<file path="config.mk">
export PLATFORM = sky130hd
export DESIGN_NAME = rgb_to_hsv_converter
export DESIGN_NICKNAME = d
export VERILOG_FILES = /design/src/rtl/rhc_pkg.sv /design/src/rtl/rgb_to_hsv_converter.sv /design/src/rtl/rhc_prep.sv /design/src/rtl/rhc_div_cell.sv
export SDC_FILE = /design/constraint.sdc
export NUM_CORES = 1
export LEC_CHECK = 0
export BUFFER_PORTS_ARGS = -buffer_cell sky130_fd_sc_hd__buf_2
export CAP_MARGIN = 20
export CORE_ASPECT_RATIO = 1.2
export CORE_MARGIN = 10
export CORE_UTILIZATION = 45
export DETAILED_ROUTE_END_ITERATION = 16
export HOLD_SLACK_MARGIN = 0.05
export PLACE_DENSITY_LB_ADDON = 0.12
export SYNTH_ARGS = -nofsm -noshare
export SYNTH_HDL_FRONTEND = slang
export SYNTH_SLANG_ARGS = --single-unit
</file>
<file path="constraint.sdc">
create_clock -name clk -period 19.3 [get_ports clk]
set_input_delay 2.895 -clock clk [delete_from_list [all_inputs] [get_ports clk]]
set_output_delay 2.895 -clock clk [all_outputs]
set_load 0.02 [all_outputs]
</file>
<file path="src/rtl/rhc_pkg.sv">
// ----------------------------------------------------------------------------
// rhc_pkg: shared types and constants of the RGB to HSV converter
// Pixel and result request layouts, the divider lane and the record that
// travels down the cell chain.
// ----------------------------------------------------------------------------
`default_nettype none

package rhc_pkg;

  // channel and result widths
  localparam int CHAN_W  = 8;
  localparam int HUE_W   = 9;
  // quotient bits produced by the chain, one per cell
  localparam int Q_W     = HUE_W;
  localparam int N_CELLS = Q_W;
  // dividend width: initial partial remainder plus the bits shifted in
  localparam int DVD_W   = CHAN_W + Q_W;
  // signed working width for the hue numerator
  localparam int NUM_SW  = DVD_W + 2;

  // hue constants in degrees
  localparam int HUE_SECTOR = 60;
  localparam int HUE_GREEN  = 120;
  localparam int HUE_BLUE   = 240;
  localparam int HUE_FULL   = 360;

  typedef struct packed {
    logic [CHAN_W-1:0] red;
    logic [CHAN_W-1:0] green;
    logic [CHAN_W-1:0] blue;
  } pix_in_t;

  typedef struct packed {
    logic [HUE_W-1:0]  hue;
    logic [CHAN_W-1:0] saturation;
    logic [CHAN_W-1:0] value;
  } pix_out_t;

  // which channel is largest
  typedef enum logic [1:0] {
    SEC_RED,
    SEC_GREEN,
    SEC_BLUE
  } sector_t;

  // one restoring divider lane: partial remainder, dividend bits still to
  // come (shifting out at the top) with quotient bits entering at the bottom
  typedef struct packed {
    logic [CHAN_W-1:0] rem;
    logic [Q_W-1:0]    bits;
    logic [CHAN_W-1:0] dsr;
  } lane_t;

  typedef struct packed {
    logic              vld;
    logic              grey;
    logic [CHAN_W-1:0] value;
    lane_t             hue_ln;
    lane_t             sat_ln;
  } stage_t;

endpackage

`default_nettype wire

</file>
<file path="src/rtl/rgb_to_hsv_converter.sv">
// ----------------------------------------------------------------------------
// rgb_to_hsv_converter: pipelined RGB to HSV pixel converter
// Front stage, a chain of restoring divider cells and an output register.
//
//   channel  ports                       payload
//   in       in_valid  in_stall  in_data   pix_in_t  (red, green, blue)
//   out      out_valid out_stall out_data  pix_out_t (hue, saturation, value)
//
// One pixel per clock while no result is held under out_stall; front stage, nine
// divider cells (one quotient bit each, hue and saturation in parallel),
// output register.
// Reset (rst_n low, synchronous) clears all stage valid flags.
// A held result under out_stall freezes the whole chain and raises in_stall.
// ----------------------------------------------------------------------------
`default_nettype none

module rgb_to_hsv_converter
  import rhc_pkg::*;
(
  input  wire logic     clk,
  input  wire logic     rst_n,
  input  wire logic     in_valid,
  output logic          in_stall,
  input  var  pix_in_t  in_data,
  output logic          out_valid,
  input  wire logic     out_stall,
  output pix_out_t      out_data
);

  logic     adv;
  stage_t   chain [0:N_CELLS];
  stage_t   last;
  logic     out_valid_r;
  pix_out_t out_data_r, out_data_nxt;

  // chain moves whenever the output slot is free or being taken
  assign adv      = !out_valid_r || !out_stall;
  assign in_stall = !adv;

  rhc_prep u_prep (
    .clk       (clk),
    .rst_n     (rst_n),
    .adv       (adv),
    .in_vld    (in_valid),
    .pix       (in_data),
    .stage_out (chain[0])
  );

  // divider cells
  for (genvar i = 0; i < N_CELLS; i++) begin : g_cell
    rhc_div_cell u_cell (
      .clk       (clk),
      .rst_n     (rst_n),
      .adv       (adv),
      .stage_in  (chain[i]),
      .stage_out (chain[i+1])
    );
  end

  assign last = chain[N_CELLS];

  // result format; grey pixels give zero hue and saturation
  always_comb begin
    out_data_nxt.value = last.value;
    if (last.grey) begin
      out_data_nxt.hue        = '0;
      out_data_nxt.saturation = '0;
    end else begin
      out_data_nxt.hue        = last.hue_ln.bits;
      out_data_nxt.saturation = last.sat_ln.bits[CHAN_W-1:0];
    end
  end

  always_ff @(posedge clk) begin
    if (!rst_n) begin
      out_valid_r <= 1'b0;
    end else if (adv) begin
      out_valid_r <= last.vld;
    end
  end

  always_ff @(posedge clk) begin
    if (adv) out_data_r <= out_data_nxt;
  end

  assign out_valid = out_valid_r;
  assign out_data  = out_data_r;

  // checks
  a_stall_only_when_held: assert property (@(posedge clk) disable iff (!rst_n)
    in_stall |-> (out_valid && out_stall))
    else $error("input stalled without a held result");

  a_last_reaches_out: assert property (@(posedge clk) disable iff (!rst_n)
    (adv && last.vld) |=> out_valid)
    else $error("finished request lost at output register");

  a_drain_empty: assert property (@(posedge clk) disable iff (!rst_n)
    (out_valid && !out_stall && !last.vld) |=> !out_valid)
    else $error("result repeated after hand-over");

  a_sat_fits: assert property (@(posedge clk) disable iff (!rst_n)
    (last.vld && !last.grey) |-> (last.sat_ln.bits[Q_W-1] == 1'b0))
    else $error("saturation quotient overflow");

  a_hue_range: assert property (@(posedge clk) disable iff (!rst_n)
    (last.vld && !last.grey) |-> (last.hue_ln.bits < HUE_W'(HUE_FULL)))
    else $error("hue quotient out of range");

endmodule

`default_nettype wire

</file>
<file path="src/rtl/rhc_prep.sv">
// ----------------------------------------------------------------------------
// rhc_prep: front stage of the RGB to HSV converter
// Finds max and min, picks the hue sector and loads both divider lanes.
// ----------------------------------------------------------------------------
`default_nettype none

module rhc_prep
  import rhc_pkg::*;
(
  input  wire logic    clk,
  input  wire logic    rst_n,
  input  wire logic    adv,
  input  wire logic    in_vld,
  input  var  pix_in_t pix,
  output var  stage_t  stage_out
);

  localparam logic signed [NUM_SW-1:0] K_SEC   = NUM_SW'(HUE_SECTOR);
  localparam logic signed [NUM_SW-1:0] K_GREEN = NUM_SW'(HUE_GREEN);
  localparam logic signed [NUM_SW-1:0] K_BLUE  = NUM_SW'(HUE_BLUE);
  localparam logic signed [NUM_SW-1:0] K_FULL  = NUM_SW'(HUE_FULL);

  logic [CHAN_W-1:0]        mx, mn, delta;
  sector_t                  sec;
  logic signed [NUM_SW-1:0] rs, gs, bs, ds, num;
  logic [DVD_W-1:0]         sat_dvd, hue_dvd;
  stage_t                   stage_nxt, stage_r;

  // max, min and sector; ties go red, then green
  always_comb begin
    if (pix.red >= pix.green && pix.red >= pix.blue) begin
      sec = SEC_RED;
      mx  = pix.red;
    end else if (pix.green >= pix.blue) begin
      sec = SEC_GREEN;
      mx  = pix.green;
    end else begin
      sec = SEC_BLUE;
      mx  = pix.blue;
    end
    if (pix.red <= pix.green && pix.red <= pix.blue) mn = pix.red;
    else if (pix.green <= pix.blue)                 mn = pix.green;
    else                                            mn = pix.blue;
    delta = mx - mn;
  end

  // hue numerator, always in [0, 360*delta)
  always_comb begin
    rs = $signed({{(NUM_SW-CHAN_W){1'b0}}, pix.red});
    gs = $signed({{(NUM_SW-CHAN_W){1'b0}}, pix.green});
    bs = $signed({{(NUM_SW-CHAN_W){1'b0}}, pix.blue});
    ds = $signed({{(NUM_SW-CHAN_W){1'b0}}, delta});
    case (sec)
      SEC_RED: begin
        num = K_SEC * (gs - bs);
        if (num < 0) num = num + K_FULL * ds;
      end
      SEC_GREEN: num = K_GREEN * ds + K_SEC * (bs - rs);
      SEC_BLUE:  num = K_BLUE * ds + K_SEC * (rs - gs);
      default:   num = '0;
    endcase
  end

  // load the lanes: saturation dividend is delta * full scale
  always_comb begin
    sat_dvd = DVD_W'({delta, {CHAN_W{1'b0}}}) - DVD_W'(delta);
    hue_dvd = num[DVD_W-1:0];
    stage_nxt.vld         = in_vld;
    stage_nxt.grey        = (delta == '0);
    stage_nxt.value       = mx;
    stage_nxt.hue_ln.rem  = hue_dvd[DVD_W-1:Q_W];
    stage_nxt.hue_ln.bits = hue_dvd[Q_W-1:0];
    stage_nxt.hue_ln.dsr  = delta;
    stage_nxt.sat_ln.rem  = sat_dvd[DVD_W-1:Q_W];
    stage_nxt.sat_ln.bits = sat_dvd[Q_W-1:0];
    stage_nxt.sat_ln.dsr  = mx;
  end

  always_ff @(posedge clk) begin
    if (!rst_n) begin
      stage_r.vld <= 1'b0;
    end else if (adv) begin
      stage_r <= stage_nxt;
    end
  end

  assign stage_out = stage_r;

endmodule

`default_nettype wire

</file>
<file path="src/rtl/rhc_div_cell.sv">
// ----------------------------------------------------------------------------
// rhc_div_cell: one cell of the divider chain
// Produces one quotient bit of the hue and of the saturation lane.
// ----------------------------------------------------------------------------
`default_nettype none

module rhc_div_cell
  import rhc_pkg::*;
(
  input  wire logic   clk,
  input  wire logic   rst_n,
  input  wire logic   adv,
  input  var  stage_t stage_in,
  output var  stage_t stage_out
);

  stage_t stage_nxt, stage_r;

  // restoring step: shift in next dividend bit, subtract if it fits
  function automatic lane_t div_step(input lane_t ln);
    logic [CHAN_W:0] t;
    lane_t           o;
    t      = {ln.rem, ln.bits[Q_W-1]};
    o      = ln;
    o.bits = {ln.bits[Q_W-2:0], 1'b0};
    if (t >= {1'b0, ln.dsr}) begin
      o.rem     = CHAN_W'(t - {1'b0, ln.dsr});
      o.bits[0] = 1'b1;
    end else begin
      o.rem = t[CHAN_W-1:0];
    end
    return o;
  endfunction

  always_comb begin
    stage_nxt        = stage_in;
    stage_nxt.hue_ln = div_step(stage_in.hue_ln);
    stage_nxt.sat_ln = div_step(stage_in.sat_ln);
  end

  always_ff @(posedge clk) begin
    if (!rst_n) begin
      stage_r.vld <= 1'b0;
    end else if (adv) begin
      stage_r <= stage_nxt;
    end
  end

  assign stage_out = stage_r;

endmodule

`default_nettype wire

</file>
==> results of run 1 <==
## flip-flops by register name, indices dropped and copies added, names as in the netlist
name,cells
g_cell.u_cell.stage_out,412
out_valid,1
u_prep.stage_out,49
out_data,25
## critical path: cells and delay by family
family          cells  cell delay [ns]
buf+inv             7             0.90
mux                 1             0.16
fa+ha+maj           6             2.26
simple gates        7             1.71
xor+xnor            4             1.15
compound gates     12             2.39
## placed cells by master (no fill, tap or decap), types with 12 or more instances in the layout
master                      synthesis  final
sky130_fd_sc_hd__a211oi_1          14     14
sky130_fd_sc_hd__a21boi_0          60     60
sky130_fd_sc_hd__a21o_1            59     59
sky130_fd_sc_hd__a21oi_1          104    104
sky130_fd_sc_hd__a311oi_1          21     21
sky130_fd_sc_hd__buf_2              2     54
sky130_fd_sc_hd__buf_4              1     13
sky130_fd_sc_hd__clkbuf_16          0     51
sky130_fd_sc_hd__clkinv_2           0     12
sky130_fd_sc_hd__edfxtp_1         476    476
sky130_fd_sc_hd__fa_1              80     80
sky130_fd_sc_hd__ha_1             327    327
sky130_fd_sc_hd__inv_1            442    442
sky130_fd_sc_hd__mux2_2            83     83
sky130_fd_sc_hd__mux2i_1           65     65
sky130_fd_sc_hd__nand2_1          111    111
sky130_fd_sc_hd__nand2b_1          28     28
sky130_fd_sc_hd__nand3_1           13     13
sky130_fd_sc_hd__nand4_1           42     42
sky130_fd_sc_hd__nor2_1           196    196
sky130_fd_sc_hd__nor2b_1           65     65
sky130_fd_sc_hd__nor3_1            25     25
sky130_fd_sc_hd__o21ai_0          129    129
sky130_fd_sc_hd__o21bai_1          15     15
sky130_fd_sc_hd__xnor2_1          122    122
sky130_fd_sc_hd__xor2_1            49     49
## logic make-up after synthesis
group,after synthesis
AND/OR/NAND/NOR,532
AO/OA/AOI/OAI,484
multiplexers,148
other,1
XOR/XNOR,174
buffers and inverters,467
flip-flops,487
adder cells (fa/ha/maj),407
## layer usage
metal | up-vias | routed length (um) | GRT usage (%) | share of wire, %
li1 | 9685 | - | - | -
met1 | 9308 | 22800 | 15.8 | 38
met2 | 261 | 32700 | 29.2 | 55
met3 | 108 | 1760 | 2.10 | 2.9
met4 | 0 | 2600 | 6.82 | 4.3
met5 | - | 0 | 0 | 0
## worst paths after layout
| kind | slack (ns) | start | endpoint | depth (start not counted) |
|---|---|---|---|---|
| max | 8.21 | in_data[1] | u_prep.stage_out[49] | 37 |
| min | 0.40 | g_cell[2].u_cell.stage_out[12] | g_cell[3].u_cell.stage_out[13] | 0 |
| max reg2reg | 15.75 | out_valid | u_prep.stage_out[42] | 5 |
| min reg2reg | 0.40 | g_cell[2].u_cell.stage_out[12] | g_cell[3].u_cell.stage_out[13] | 0 |
## final cells by class
cell class | instances | area (um^2)
Clock inverter | 24 | 258
Inverter | 444 | 1670
Sequential cell | 487 | 14500
Timing Repair Buffer | 69 | 393
Tap cell | 909 | 1140
Multi-Input combinational cell | 1746 | 14600
Fill cell | 6037 | 34200
Clock buffer | 65 | 1380
## stage by stage
step	std cells	cell area [um^2]	utilization [%]
final	3744	34000	49.8
after global routing	3744	34000	49.8
after CTS	3743	34000	49.8
after detailed placement	3654	32300	47.4
after global placement	3654	32300	47.4
after floorplan	2700	30900	-
==> results.txt, run 1 <==
The flow ran to the end, and the final reports show no timing, DRC or antenna violations. Count of instances resized after the clock tree is built: 0. Summing the areas of all compound-gate instances in the mapped netlist gives 10.3% of the synthesized area. In the routed design, unresolved DRC markers number 0. The floorplan has 105 rows.

55 I/O pins were placed. Dividing the detail-routed wire length by the instance count gives 16.0 um. After global routing the overflow that remains totals 0. Sorting the synthesized cells by area gives the leading types as sky130_fd_sc_hd__edfxtp_1 (46%), sky130_fd_sc_hd__ha_1 (13%), sky130_fd_sc_hd__inv_1 (5.4%).

After Yosys synthesis, XOR and XNOR cells account for 5.08% of the synthesized area. TritonCTS built the clock tree. The detail route stage leaves a number of antenna-violating nets equal to 0. The vertical die dimension is 307 um, and the die span in x is 259 um. The required arrival time at the worst endpoint came out at 19.70 ns. The fraction of the mapped netlist area in adder cells was 18.4%; the sequential cell area fraction in the yosys report was 47.0%. The first global-routing pass estimated 98400 um of wire. The remaining max-slew budget at the tightest pin is 26.8%.

The largest single stage delay on the critical path is 0.61 ns. The cell taking the most area after synthesis was sky130_fd_sc_hd__edfxtp_1. The area share of the leading cell type in the synthesized netlist is 46.3%. The initial utilization of the core area, before any placement, comes to 45.3%.

Ranked by instance count, the synthesized netlist is headed by sky130_fd_sc_hd__edfxtp_1 (476), sky130_fd_sc_hd__inv_1 (442), sky130_fd_sc_hd__ha_1 (327), sky130_fd_sc_hd__nor2_1 (196), sky130_fd_sc_hd__o21ai_0 (129). Setup-violating endpoint count in the final report: 0. The register bit count reported by yosys was 487. Counting stages on the worst path, the most repeated cell is sky130_fd_sc_hd__inv_1. Final hold analysis gives a worst-case slack of 0.397 ns. The final number of max-transition violations is 0, and the mean instance size in the synthesized netlist is 11.4 um^2. By area, the combinational part of the netlist is dominated by adder cells. After detailed routing, the number of vias per cell comes to 5.17. Entering global routing, the biggest net connects 179 pins. Prior to clock tree synthesis, the placed netlist has a worst setup slack of 7.69 ns.

Yosys printed 0 warnings. CTS placed an instance of sky130_fd_sc_hd__clkbuf_16 at the clock tree root. After floorplanning, the core was sized to cover 0.0682 mm^2. The final layout contains routed wiring with a total length of 59900 um. For the final estimated routing congestion in global placement, the log shows 0.919. Cells with a size suffix above 1 make up 9.21% of the layout.

Area added between synthesis and finish: 9.97%. Counting every net in the synthesized netlist gives 3135. The run gives 0.0902 GHz as the fmax. The final layout contains 3231 nets. For the clock latency on the worst-skew pair, the log shows 0.58 ns. STA classifies the critical path startpoint as an input port. The number of setup buffers added after CTS is 0. The clock passes through at most 3 buffers. In this run the worst path has a maximum fanout of 15. The logs give 46600 um for the half-perimeter wire length after placement and 48 for the number of buffers created by CTS. Total via count in the routed design: 19400.

After clock tree synthesis, the flow added hold-fix buffers numbering 0. The critical path is of the input port to register type. After synthesis, the share of flip-flops with an asynchronous set or reset is 0%. The slowest stage of the critical path is the sky130_fd_sc_hd__and2_0 cell. Clock tree synthesis found a total of 487 sinks. The floorplan step defined a die boundary enclosing 0.0796 mm^2. The cell count after synthesis came out at 2700. The pre-antenna-repair detailed-routing pass consisted of 5 iterations.

The run gives 20200 as the via count of the first global-routing pass. The register clock-pin slew on the reported worst setup and hold paths came out at 0.06 ns. The tools report the setup clock skew after layout as 0.0204 ns. Max-cap violations in this run came to 0.

STA classifies the critical path endpoint as a register. Final critical-path setup slack: 8.21 ns. The share of the clock period used by the worst path after layout came out at 57.5%. For the total track usage, the log shows 15.1%.

Setup repair after global routing left no endpoint under its margin. The number of unique standard cell types used by synthesis was 86; the proportion of synthesized area in mux cells was 5.13%. The number of hold-slack violations in the final timing report was 0. The most common cell in the synthesized netlist is sky130_fd_sc_hd__edfxtp_1. After the first detailed-routing iteration, the DRC count stood at 790. For the pin with the worst max-slew slack, the measured transition is 1.10 ns. The H-tree level count was 2; the clock period minus final worst setup slack was 11.09 ns.

Area fraction in and, or, nand and nor cells after synthesis: 8.30%. The number of antenna repair diodes came out at 0. In the synthesized netlist the dominant register cell turns out to be sky130_fd_sc_hd__edfxtp_1. The logs give 0 for the number of antenna violations at the first check in global routing and 11.49 ns for the arrival time of data at the critical path endpoint.

Yosys mapped a number of flops with a built-in enable equal to 476. The count of buffers inserted at the top-level ports was 54. The tightest min-delay check is of the register to register type. After synthesis the cells add up to 0.0309 mm^2. For the final routed database, the setup TNS stands at 0 ns.
Power of run 1 is not shown: default switching activity piles up to over one toggle a cycle in this logic, so the estimate is an artifact.
==> inputs of run 2 (changes only) <==
Clock period 19.3 ns to 9.02 ns, I/O delays scaled along.
==> run 2 against run 1 <==
Net effect: cell area is 2.0% higher; sequential share of layout area is 0.84 points lower; core utilization up 1.0 points; critical path type unchanged; worst hold slack lost 0.0013 ns; setup slack got worse by 7.6 ns; wire length is 2.3% higher.
==> results.txt, run 2 (synthesis results as in run 1) <==
The number of buffers created by CTS came out at 48 (unchanged). TritonCTS built the clock tree. The capture point of the worst reg-to-reg path was g_cell[3].u_cell.stage_out[48]. The maximum number of pins on one net before global-route repair is 83 (-54%). Leaving out fill and tap cells, the most frequent cell in the layout is sky130_fd_sc_hd__edfxtp_1. STA classifies the critical path endpoint as a register. Required arrival time at the worst endpoint: 9.40 ns (-10.30 ns).

The depth of the worst register-to-register path works out to 11 (+6). Setup repair after global routing left no endpoint under its margin. The slowest cell on the critical path is sky130_fd_sc_hd__fa_1. The tools report the maximum buffer depth of the clock tree as 3 (unchanged).

The fmax is 0.118 GHz, and the number of hold-repair buffers added at the cts stage is 0 (unchanged). The worst-case setup slack after placement came out at -0.333 ns (-8.02 ns). The tools report the area used by sequential logic in the layout as 0.0145 mm^2 (unchanged).

Area added between synthesis and finish: 12.2%. The half-perimeter wire length after placement was 48700 um (+4.6%). The tools report the final net count as 3328 (+3.0%).

Residual antenna-violating net count after detailed routing: 0 (unchanged). The tools report the number of optimization iterations in the first detailed-route pass as 7 (+2). The tools report the via count of the first global-routing pass as 20700 (+2.6%). Type of the worst setup path: input port to register. Setup clock skew after layout: 0.0270 ns (+0.00658 ns). For the number of antenna violations at the first check in global routing, the log shows 0 (unchanged).

The cell repeated most along the worst path is sky130_fd_sc_hd__a21o_1. Setup-violating endpoint count in the final report: 0 (unchanged). Kind of cell with the highest combined delay on the critical path: adder cells. The area of the core is 0.0682 mm^2 (unchanged). The area enclosed by the die boundary was 0.0796 mm^2 (unchanged); the share of the clock period used by the worst path after layout was 93.6%. The type of the most critical hold path was register to register. The logs give 15.3% (+0.16 points) for the total track usage and 30.8% (+4.0 points) for the remaining max-slew budget at the tightest pin. The flow ran to the end, and the final reports show no timing, DRC or antenna violations. The clock period minus final worst setup slack works out to 8.44 ns. The number of top-level design ports is 55 (unchanged), and the total of max-cap violations is 0 (unchanged). The tools report the filler cell count in the final layout as 5994 (-0.71%).

The run gives 45.3% (unchanged) as the starting density of the core. The largest fanout of any net on the critical path is 7 (-8). The tools report the number of antenna repair diodes as 0 (unchanged). Die span in x: 259 um (unchanged). The measured slew at the worst slew-check pin came out at 1.04 ns (-0.0600 ns). The delay of the slowest cell on the worst path was 0.53 ns (-0.08 ns); the final sum of negative setup slack was 0 ns (unchanged). The final critical-path setup slack was 0.578 ns (-7.63 ns). The startpoint identified for the worst hold timing path is g_cell[4].u_cell.stage_out[37]. Arrival time of data at the critical path endpoint: 8.82 ns (-2.67 ns). The worst setup path is launched from an input port.

The fraction of final layout cells sized beyond drive strength 1 was 12.5% (+3.3 points); the H-tree level count was 2 (unchanged). The number of flip-flops under the largest register name is 412 (unchanged), and the row count is 105 (unchanged). Routed wirelength normalized by instance count: 16.0 um (-0.26%). The run gives 0 (unchanged) as the sum of overflow across all layers after global routing. The CTS sink count was 487 (unchanged); the number of buffers and inverters on the critical path was 5 (-2). The vertical die dimension works out to 307 um (unchanged). The run gives 0 (unchanged) as the count of unresolved DRC violations after routing. The run gives 0.57 ns (about the same) as the clock latency on the worst-skew pair. The worst register-to-register path begins at g_cell[2].u_cell.stage_out[26]. The root buffer cell chosen for the clock tree is sky130_fd_sc_hd__clkbuf_16. The number of hold-slack violations in the final timing report was 0 (unchanged).

The mean number of vias per cell came out at 5.13 (-0.89%). The post-layout utilization of the core came out at 50.8% (+1.0 points). For the total via count in the routed design, the log shows 19700 (+1.6%).

Hold path endpoint: g_cell[5].u_cell.stage_out[38]. The tools report the count of routing violations after the opening detailed-route iteration as 837 (+5.9%). For the worst hold slack, the log shows 0.396 ns (-0.00132 ns). The final number of max-transition violations came out at 0 (unchanged).

The run gives 5.52 ns (-10.23 ns) as the setup slack on the worst flop-to-flop path. The count of buffers inserted at the top-level ports is 54 (unchanged). The global-route wire length before repair was 99200 um (+0.85%); the register clock-pin slew on the reported worst setup and hold paths was 0.06 ns (about the same). The area used by multi-input combinational logic came out at 0.0147 mm^2 (+0.38%). The final estimated routing congestion in global placement came out at 0.891 (-3.0%).

The depth of the worst hold-timing path is 0 (unchanged). The top cell types in the final layout, fill and taps aside, are sky130_fd_sc_hd__edfxtp_1 (476), sky130_fd_sc_hd__inv_1 (442), sky130_fd_sc_hd__ha_1 (327). The detailed-route wire length came out at 61200 um (+2.3%).
run 2: cell count changes in the layout (fill, tap and decap cells not counted), moves of 2 or more:
cell and delta:
sky130_fd_sc_hd__xnor2_2 +2, sky130_fd_sc_hd__a21oi_1 -4, sky130_fd_sc_hd__clkinvlp_4 +2, sky130_fd_sc_hd__a21oi_2 +4
sky130_fd_sc_hd__buf_4 +95, sky130_fd_sc_hd__clkbuf_16 -3, sky130_fd_sc_hd__clkbuf_8 -5, sky130_fd_sc_hd__buf_12 +2
sky130_fd_sc_hd__o21ai_0 -2, sky130_fd_sc_hd__inv_6 +2, sky130_fd_sc_hd__xnor2_1 -2, sky130_fd_sc_hd__clkinv_1 +3
run 2: routing by layer:
layer / share of wire, % / vias to the layer above / routed length, um / global-route usage [%]
met3: 2.4 / 129 / 1440 / 1.66
met2: 55 / 266 / 33500 / 30.1
met1: 37 / 9406 / 22800 / 15.1
met4: 5.7 / 0 / 3470 / 8.68
met5: 0 / - / 0 / 0
li1: - / 9875 / - / -
run 2: timing repair:
item / in CTS / in global routing
setup endpoints to repair: 0 / 5
buffers inserted: 0 / 1
resized for setup: 0 / 16
run 2: how the worst max path moves through the flow:
stage | start | slack (ns) | cells after the start | end
detailed placement | in_data[1] | -0.33 | 38 | u_prep.stage_out[49]
finish | in_data[9] | 0.58 | 38 | u_prep.stage_out[49]
floorplan | in_data[9] | 0.04 | 39 | u_prep.stage_out[49]
CTS | in_data[1] | 0.24 | 38 | u_prep.stage_out[49]
global placement | in_data[1] | -0.18 | 38 | u_prep.stage_out[49]
global route | in_data[9] | 0.05 | 39 | u_prep.stage_out[49]
run 2: stage by stage:
step,instances,area [um^2]
6_report,3839,34600
5_1_grt,3839,34600
4_1_cts,3837,34600
3_5_place_dp,3750,33100
3_3_place_gp,3750,33100
2_1_floorplan,2700,30900
run 2: area by class of cell:
class / instances / area share (%)
multi-input cells: 1746 / 42.3
flip-flops and latches: 487 / 41.9
inverters: 444 / 4.83
clock buffers: 56 / 3.55
repair buffers: 166 / 3.31
well taps: 909 / 3.28
clock inverters: 31 / 0.798
Power of run 2 is left out for the same reason.
